<file path="src/sv/prrts_pkg.sv">
// Package for the priority round-robin task scheduler: sizes, codes, payload types.
// No dependencies.
package prrts_pkg;
  localparam int SLOTS = 16;
  localparam int SW = $clog2(SLOTS);

  typedef enum logic [2:0] {
    CMD_TICK = 3'd0, CMD_ADMIT = 3'd1, CMD_SETPRIO = 3'd2, CMD_WAKE = 3'd3,
    CMD_BLOCK = 3'd4, CMD_KILL = 3'd5, CMD_EXIT = 3'd6, CMD_NONE = 3'd7
  } cmd_t;

  typedef enum logic [1:0] {
    ST_READY = 2'd0, ST_RUNNING = 2'd1, ST_BLOCKED = 2'd2, ST_DEAD = 2'd3
  } slot_st_t;

  typedef enum logic [1:0] {
    STS_OK = 2'd0, STS_FAIL = 2'd1, STS_FULL = 2'd2, STS_NONE = 2'd3
  } status_t;

  typedef struct packed {
    logic [2:0] command;
    logic [3:0] task_id;
    logic [7:0] priority_req;
    logic       is_user;
  } cmd_item_t;

  typedef struct packed {
    logic [1:0] status;
    logic [3:0] current_task;
    logic       switched;
    logic [3:0] assigned_id;
  } res_item_t;
endpackage

</file>
<file path="src/sv/prrts_if.sv">
// Valid/ready channel interfaces for commands, results and the config write.
// Depends on prrts_pkg.
interface prrts_cmd_if;
  logic valid;
  logic ready;
  prrts_pkg::cmd_item_t data;
  modport source (output valid, output data, input ready);
  modport sink (input valid, input data, output ready);
endinterface

interface prrts_res_if;
  logic valid;
  logic ready;
  prrts_pkg::res_item_t data;
  modport source (output valid, output data, input ready);
  modport sink (input valid, input data, output ready);
endinterface

interface prrts_cfg_if;
  logic valid;
  logic ready;
  logic [7:0] data;
  modport source (output valid, output data, input ready);
  modport sink (input valid, input data, output ready);
endinterface

</file>
<file path="src/sv/prrts_scan.sv">
// Shared scan unit: one slot per cycle while step is high, tracks the best ready candidate
// and the first ready user slot in scan order.
// Depends on prrts_pkg.
module prrts_scan (
  input  logic                     clk,
  input  logic                     start,
  input  logic                     step,
  input  logic                     first,
  input  logic                     member,
  input  logic                     ready_st,
  input  logic                     user,
  input  logic [7:0]               prio,
  input  logic [prrts_pkg::SW-1:0] idx,
  output logic                     best_ok,
  output logic [prrts_pkg::SW-1:0] best,
  output logic [7:0]               best_prio,
  output logic                     usr_ok,
  output logic [prrts_pkg::SW-1:0] usr
);
  logic cand;

  // the first slot examined is the current one and counts even outside the ring
  assign cand = (first || member) && ready_st;

  always_ff @(posedge clk) begin
    if (start) begin
      best_ok <= 1'b0;
      usr_ok <= 1'b0;
      best <= '0;
      best_prio <= '0;
      usr <= '0;
    end else if (step && cand) begin
      // strict compare keeps the first slot of the highest priority
      if (!best_ok || prio > best_prio) begin
        best_ok <= 1'b1;
        best <= idx;
        best_prio <= prio;
      end
      if (user && !usr_ok) begin
        usr_ok <= 1'b1;
        usr <= idx;
      end
    end
  end
endmodule

</file>
<file path="src/sv/priority_round_robin_task_scheduler_core.sv">
// Priority round-robin task scheduler, top level.
// A command without a selection goes from S_EXEC straight to S_OUT; one that needs
// a selection makes a pass over the 16 slots, one per cycle, and a second on a tie.
// One command in flight; the next one is taken in the cycle after the result beat,
// so a stalled result holds off the next command.
// Reset (rst, synchronous): slot 0 running, others dead, slice length 10.
module priority_round_robin_task_scheduler_core (
  input logic clk,
  input logic rst,
  prrts_cmd_if.sink   cmd,
  prrts_cfg_if.sink   cfg,
  prrts_res_if.source res
);
  import prrts_pkg::*;

  typedef enum logic [2:0] {S_IDLE, S_EXEC, S_SCAN, S_APPLY, S_OUT} fsm_t;
  typedef enum logic [1:0] {SEL_NEXT, SEL_USER} sel_t;

  fsm_t state;
  sel_t sel;
  slot_st_t   slot_state [SLOTS];
  logic [7:0] slot_priority [SLOTS];
  logic       slot_user [SLOTS];
  logic       slot_in_ring [SLOTS];
  logic [7:0] slot_ticks [SLOTS];
  logic [SW:0]   slots_used;
  logic [SW-1:0] running_slot, prev_slot;
  logic [7:0]    slice_len;
  cmd_item_t     c;
  logic [SW:0]   k;
  logic [SW-1:0] idx;
  logic          best_ok, usr_ok, eq_ok, any_ring;
  logic [SW-1:0] best, usr, eq;
  logic [7:0]    best_prio;
  logic [1:0]    status;
  logic [SW-1:0] assigned;
  logic [SW-1:0] tgt;
  logic          tgt_ok;
  logic          exec_scan;

  assign cmd.ready = (state == S_IDLE);
  assign cfg.ready = 1'b1;
  assign res.valid = (state == S_OUT);
  assign res.data.status = status;
  assign res.data.current_task = 4'(running_slot);
  assign res.data.switched = (running_slot != prev_slot);
  assign res.data.assigned_id = 4'(assigned);
  assign idx = running_slot + k[SW-1:0];

  prrts_scan u_scan (
    .clk(clk), .start(state == S_EXEC), .step(state == S_SCAN && !k[SW]),
    .first(k == '0), .member(slot_in_ring[idx]),
    .ready_st(slot_state[idx] == ST_READY), .user(slot_user[idx]),
    .prio(slot_priority[idx]), .idx(idx),
    .best_ok(best_ok), .best(best), .best_prio(best_prio), .usr_ok(usr_ok), .usr(usr)
  );

  // target of set priority / wake
  always_comb begin
    tgt = c.task_id[SW-1:0];
    tgt_ok = 1'b1;
    if (c.task_id == '0) tgt = running_slot;
    else if (32'(c.task_id) >= SLOTS) tgt_ok = 1'b0;
    else if (slot_state[c.task_id[SW-1:0]] == ST_DEAD) tgt_ok = 1'b0;
  end

  // commands that need a selection scan
  always_comb begin
    unique case (cmd_t'(c.command))
      CMD_TICK: exec_scan = (slot_state[running_slot] == ST_DEAD) ||
                            (slot_ticks[running_slot] <= 8'd1);
      CMD_BLOCK: exec_scan = (slot_state[running_slot] != ST_DEAD);
      CMD_KILL: exec_scan = 1'b1;
      default: exec_scan = 1'b0;
    endcase
  end

  always_ff @(posedge clk) begin
    if (rst) begin
      state <= S_IDLE;
      slice_len <= 8'd10;
      slots_used <= (SW+1)'(1);
      running_slot <= '0;
      prev_slot <= '0;
      for (int i = 0; i < SLOTS; i++) begin
        slot_state[i] <= (i == 0) ? ST_RUNNING : ST_DEAD;
        slot_priority[i] <= '0;
        slot_user[i] <= 1'b0;
        slot_in_ring[i] <= (i == 0);
        slot_ticks[i] <= 8'd10;
      end
    end else begin
      if (cfg.valid) slice_len <= cfg.data;
      unique case (state)
        S_IDLE: if (cmd.valid) begin
          c <= cmd.data;
          prev_slot <= running_slot;
          status <= STS_OK;
          assigned <= '0;
          state <= S_EXEC;
        end
        S_EXEC: begin
          k <= '0;
          eq_ok <= 1'b0; any_ring <= 1'b0;
          state <= exec_scan ? S_SCAN : S_OUT;
          unique case (cmd_t'(c.command))
            CMD_TICK: begin
              if (slot_state[running_slot] == ST_DEAD) begin
                sel <= SEL_NEXT;
              end else if (slot_ticks[running_slot] > 8'd1) begin
                slot_ticks[running_slot] <= slot_ticks[running_slot] - 8'd1;
              end else begin
                slot_ticks[running_slot] <= slice_len;
                if (slot_state[running_slot] != ST_BLOCKED)
                  slot_state[running_slot] <= ST_READY;
                sel <= SEL_NEXT;
              end
            end
            CMD_ADMIT: begin
              if (32'(slots_used) >= SLOTS) status <= STS_FULL;
              else begin
                slots_used <= slots_used + 1'b1;
                slot_state[slots_used[SW-1:0]] <= ST_READY;
                slot_ticks[slots_used[SW-1:0]] <= slice_len;
                slot_priority[slots_used[SW-1:0]] <= c.priority_req;
                slot_user[slots_used[SW-1:0]] <= c.is_user;
                slot_in_ring[slots_used[SW-1:0]] <= 1'b1;
                assigned <= slots_used[SW-1:0];
              end
            end
            CMD_SETPRIO: begin
              if (!tgt_ok) status <= STS_FAIL;
              else slot_priority[tgt] <= c.priority_req;
            end
            CMD_WAKE: begin
              if (tgt_ok && slot_state[tgt] == ST_BLOCKED) slot_state[tgt] <= ST_READY;
              else status <= STS_FAIL;
            end
            CMD_BLOCK: begin
              if (slot_state[running_slot] == ST_DEAD) status <= STS_FAIL;
              else begin
                slot_state[running_slot] <= ST_BLOCKED;
                sel <= SEL_USER;
              end
            end
            CMD_KILL: begin
              slot_state[running_slot] <= ST_DEAD;
              slot_in_ring[running_slot] <= 1'b0;
              sel <= SEL_NEXT;
            end
            CMD_EXIT: begin
              slot_state[running_slot] <= ST_DEAD;
              slot_in_ring[running_slot] <= 1'b0;
            end
            default: status <= STS_FAIL;
          endcase
        end
        S_SCAN: begin
          // one slot per cycle; the current slot is always examined
          if (slot_in_ring[idx]) any_ring <= 1'b1;
          k <= k + 1'b1;
          if (32'(k) == SLOTS - 1) state <= S_APPLY;
          // equal-priority search is resolved in a second pass
          if (32'(k) >= SLOTS) begin
            if (32'(k) != SLOTS && slot_in_ring[idx] && slot_state[idx] == ST_READY &&
                slot_priority[idx] == best_prio && !eq_ok) begin
              eq_ok <= 1'b1; eq <= idx;
            end
            if (32'(k) == 2*SLOTS - 1) state <= S_APPLY;
            else state <= S_SCAN;
          end
        end
        S_APPLY: begin
          if (32'(k) == SLOTS && sel == SEL_NEXT && any_ring && best_ok &&
              best_prio == slot_priority[running_slot]) begin
            state <= S_SCAN;  // second pass for round-robin tie
          end else begin
            state <= S_OUT;
            if (sel == SEL_USER) begin
              if (!any_ring || !usr_ok || usr == running_slot) begin
                slot_state[running_slot] <= ST_RUNNING;
                status <= STS_FAIL;
              end else begin
                slot_state[usr] <= ST_RUNNING; running_slot <= usr;
              end
            end else begin : apply_next
              logic ok;
              logic [SW-1:0] n;
              ok = any_ring && best_ok;
              n = eq_ok ? eq : best;
              if (cmd_t'(c.command) == CMD_TICK && slot_state[running_slot] != ST_DEAD) begin
                if (!ok || n == running_slot) begin
                  if (slot_state[running_slot] == ST_READY)
                    slot_state[running_slot] <= ST_RUNNING;
                end else begin
                  slot_state[n] <= ST_RUNNING; running_slot <= n;
                end
              end else if (!ok) status <= STS_NONE;
              else begin
                slot_state[n] <= ST_RUNNING; running_slot <= n;
              end
            end
          end
        end
        S_OUT: if (res.ready) state <= S_IDLE;
        default: state <= S_IDLE;
      endcase
    end
  end
endmodule

</file>
<file path="src/flat_wrapper.sv">
// flat-port wrapper written by rule: the top's interface ports become plain ports
module priority_round_robin_task_scheduler_core_flat import prrts_pkg::*;
  (clk, rst, cmd_valid, cmd_data, cmd_ready, cfg_valid, cfg_data, cfg_ready, res_valid, res_data, res_ready);
  prrts_cmd_if cmd_i ();
  prrts_cfg_if cfg_i ();
  prrts_res_if res_i ();
  input logic clk;
  input logic rst;
  input wire logic [$bits(cmd_i.valid)-1:0] cmd_valid;
  input wire logic [$bits(cmd_i.data)-1:0] cmd_data;
  output wire logic [$bits(cmd_i.ready)-1:0] cmd_ready;
  input wire logic [$bits(cfg_i.valid)-1:0] cfg_valid;
  input wire logic [$bits(cfg_i.data)-1:0] cfg_data;
  output wire logic [$bits(cfg_i.ready)-1:0] cfg_ready;
  output wire logic [$bits(res_i.valid)-1:0] res_valid;
  output wire logic [$bits(res_i.data)-1:0] res_data;
  input wire logic [$bits(res_i.ready)-1:0] res_ready;
  assign cmd_i.valid = cmd_valid;
  assign cmd_i.data = cmd_data;
  assign cmd_ready = cmd_i.ready;
  assign cfg_i.valid = cfg_valid;
  assign cfg_i.data = cfg_data;
  assign cfg_ready = cfg_i.ready;
  assign res_valid = res_i.valid;
  assign res_data = res_i.data;
  assign res_i.ready = res_ready;
  priority_round_robin_task_scheduler_core u_core (.clk(clk), .rst(rst), .cmd(cmd_i), .cfg(cfg_i), .res(res_i));
endmodule
</file>
<file path="config.mk">
export PLATFORM = sky130hd
export DESIGN_NAME = priority_round_robin_task_scheduler_core_flat
export DESIGN_NICKNAME = d
export VERILOG_FILES = /design/src/sv/prrts_pkg.sv /design/src/sv/prrts_if.sv /design/src/sv/prrts_scan.sv /design/src/sv/priority_round_robin_task_scheduler_core.sv /design/src/flat_wrapper.sv
export SDC_FILE = /design/constraint.sdc
export NUM_CORES = 1
export LEC_CHECK = 0
export BUFFER_PORTS_ARGS = -buffer_cell sky130_fd_sc_hd__buf_4
export CORE_MARGIN = 3
export CORE_UTILIZATION = 50
export DETAILED_ROUTE_END_ITERATION = 7
export PLACE_DENSITY = 0.66
export REMOVE_ABC_BUFFERS = 1
export SYNTH_ARGS = -nofsm -noshare
export SYNTH_HDL_FRONTEND = slang
export SYNTH_SLANG_ARGS = --single-unit
export TNS_END_PERCENT = 1
</file>
<file path="constraint.sdc">
create_clock -name clk -period 8.65 [get_ports clk]
set_input_delay 1.73 -clock clk [delete_from_list [all_inputs] [get_ports clk]]
set_output_delay 1.73 -clock clk [all_outputs]
set_load 0.02 [all_outputs]
</file>
==> results.md <==
- Status: complete, no violations
- CP most frequent cell: o21a_1
- Slowest cell on crit path: fa_2
- Synth Register Bits: 404
- Core Util, Final: 55.8%
- Arr. time, crit path: 5.96 ns
- Vias in the first global route: 14900
- Fmax: 182 MHz
- Global-route wire length before repair: 91600 um
- Port Buffers: 41
- CP endpoint kind: flip-flop
- Fill cells: 3464
- Commonest non-fill, non-tap cells in the layout: 353 x edfxtp_1, 230 x nor2_1, 138 x and2_1
- CP required: 9.12 ns
- Final net count: 1832
- Grt ovf: 0
- Detail Route Antenna Nets: 0
- Final setup fails: 0
- Drt drc: 0
- Main synth FF type: edfxtp_1
- Routed wire length: 60300 um
- Post-Synthesis Cells: 1799
- Layout cells sized above 1: 15.5%
- Yosys Warn Count: 0
- Net Sw Frac: 24.0%
- Largest net degree at the start of global routing: 68
- Minimum clock period: 5.49 ns
- Worst rel slew slack: 14.9%
- Crit-path max FO: 39
- Setup TNS: 0 ns
- Unrepaired setup endpoints after global routing: false
- Leak: 8.00 nW
- Via density per instance: 6.42
- Post-CTS Setup Inserts: 0
- Sequential area share after synthesis: 53.4%
- IO Pins: 43
- P&R area growth vs syn: 9.08%
- WP buf/inv: 1
- Initial antenna violation count: 1
- DP HPWL: 42100 um
- Post-synth ARST share: 0%
- Chip Width: 215 um
- Cell Rows: 75
- Gr usage total: 26.0%
- Ant diodes: 0
- Clock H-tree levels: 2
- Hold/Removal Path Class: flip-flop to flip-flop
- Chip height: 215 um
- Cell Chain, Critical Path: ha_4, fa_2, buf_4, mux4_2, nor2b_1, a211oi_1, a21oi_1, ha_1, nor2b_1, o21a_1, o21a_1, o21a_1, o21a_1, o21a_1, o31ai_1, a21o_1, mux2_2
- Wirelength per Cell: 25.2 um
- Clock Latency Late Sink: 0.59 ns
- Sequential share of power: 51.6%
- DR pass1 iterations: 7
- Final Skew: 0.0244 ns
- CP Launch Type: flip-flop
- Kind of critical path: flip-flop to flip-flop
- Clock share of power: 40.8%
- Gpl congestion: 0.914
- Commonest non-fill, non-tap cell in the layout: edfxtp_1
- P_sw: 0.00104 W
- CTS tree: done
- Post-Syn Area: 21800 sq um
- EDFF count, synth: 353
- Max cap viols: 0
- # resized after CTS: 0
- Slowest stage delay, CP: 0.95 ns
- Count of final max-slew check failures: 0
- CTS Buf Count: 44
- Clock-pin slew on the worst setup and hold paths: 0.06 ns
- Tcrit/Tclk final: 63.5%
- Core Footprint: 42500 sq um
- Crit-path leading delay family: compound AO/OA/AOI/OAI gates
- Hold Fails Final Rpt: 0
- Root buffer cell: clkbuf_16
- Vias: 15300
- Avg Inst Size Synth: 12.1 sq um
- Area of the die: 46100 sq um
- TritonCTS Sinks: 404
- Comb pwr share: 7.5%
- Hold Buf Count CTS: 0
- VDD IR max: 0.000151 V
- DR iter-0 viols: 1687
- Slew @ Worst Pin: 1.27 ns
- Pwr Density: 183 nW/um^2
- Yosys cell types: 87
- Internal power: 0.00329 W
- Clock Path Buffers: 3
- Initial Utilization: 51.2%
==> power groups by stage <==
stage	Sequential [W]	Clock [W]	Combinational (W)
CTS	0.00224	0.00180	0.000323
global placement	0.00227	0	0.000317
floorplan	0.00225	0	0.000210
finish	0.00224	0.00177	0.000327
global route	0.00224	0.00188	0.000349
detailed placement	0.00228	0	0.000322
==> synthesized netlist by cell type, types with 20 or more instances <==
cell,count,share of area (%)
and2_1,138,4.0
clkbuf_1,81,1.4
a21oi_1,53,1.2
ha_1,20,1.2
dfxtp_1,51,4.7
nor3_1,36,0.83
inv_1,39,0.67
edfxtp_1,353,49
nand4_1,42,1.2
nor2_1,230,4.0
xnor2_1,24,0.97
buf_2,21,0.48
mux4_2,102,11
mux2i_1,83,3.8
nand3_1,61,1.4
nor2b_1,22,0.63
nand2_1,118,2.0
o21ai_0,67,1.5
==> per-stage QoR <==
step	worst slack (ns)	total power (W)	hold WS (ns)	cells	area, sq um
after floorplan	2.41	0.00246	0.434	1668	21100
after global placement	3.27	0.00259	0.454	2313	22400
after detailed placement	3.17	0.00260	0.463	2313	22400
final	3.16	0.00433	0.475	2391	23700
after global routing	3.02	0.00447	0.502	2391	23700
after CTS	3.19	0.00436	0.478	2391	23700
==> logic make-up after synthesis <==
logic type	share of synthesized area, %
xor gates and xnor gates	1.49
other	0.0172
and+or+nand+nor	16.3
buffers and inverters	3.65
AOI/OAI and AO/OA	7.94
muxes	16.0
adders and majority gates	1.24
DFF	53.4
==> per-layer routing <==
| layer | global-route usage [%] | part of all wire [%] | vias to the layer above |
|---|---|---|---|
| li1 | - | - | 6715 |
| met1 | 35.8 | 40 | 7667 |
| met2 | 41.9 | 48 | 819 |
| met3 | 4.87 | 8.7 | 144 |
| met4 | 8.49 | 3.2 | 0 |
| met5 | 0 | 0 | - |
==> worst register-to-register path, delay by kind of cell, from the launching register on <==
kind | cells | cell delay [ns]
adders and majority gates | 3 | 1.49
AOI/OAI and AO/OA | 9 | 1.78
DFF | 1 | 0.48
and+or+nand+nor | 2 | 0.27
muxes | 2 | 0.79
buffers and inverters | 1 | 0.57
==> flip-flops by register name (all words and copies together), names as in the netlist, 2 cells and up, named ones only <==
signal,cells
u_core.assigned,4
u_core.c,16
u_core.eq,4
u_core.k,5
u_core.prev_slot,4
u_core.running_slot,4
u_core.slice_len,8
u_core.slot_in_ring,16
u_core.slot_priority,128
u_core.slot_state,32
u_core.slot_ticks,128
u_core.slot_user,16
u_core.slots_used,5
u_core.state,3
u_core.status,2
u_core.u_scan.best,4
u_core.u_scan.best_prio,8
u_core.u_scan.usr,4
==> worst paths after layout <==
kind	from	slack, ns	cells after the start	endpoint
max	u_core.k[0]$_SDFFCE_PN0P_	3.16	17	u_core.u_scan.best_prio[2]$_SDFFE_PN0P_
min	u_core.u_scan.best[3]$_SDFFE_PN0P_	0.47	2	u_core.u_scan.best[3]$_SDFFE_PN0P_
min reg2reg	u_core.u_scan.best[3]$_SDFFE_PN0P_	0.47	2	u_core.u_scan.best[3]$_SDFFE_PN0P_
max reg2reg	u_core.k[0]$_SDFFCE_PN0P_	3.16	17	u_core.u_scan.best_prio[2]$_SDFFE_PN0P_
==> cell type report <==
class                   count  area (sq um)  area share, %
inverters                  39           146          0.617
flip-flops and latches    404         11600           49.0
clock inverters            17           155          0.654
repair buffers             68           510           2.15
well taps                 577           722           3.04
clock buffers              61          1180           4.99
multi-input cells        1225          9390           39.5
Power figures use the tool's default switching activity.
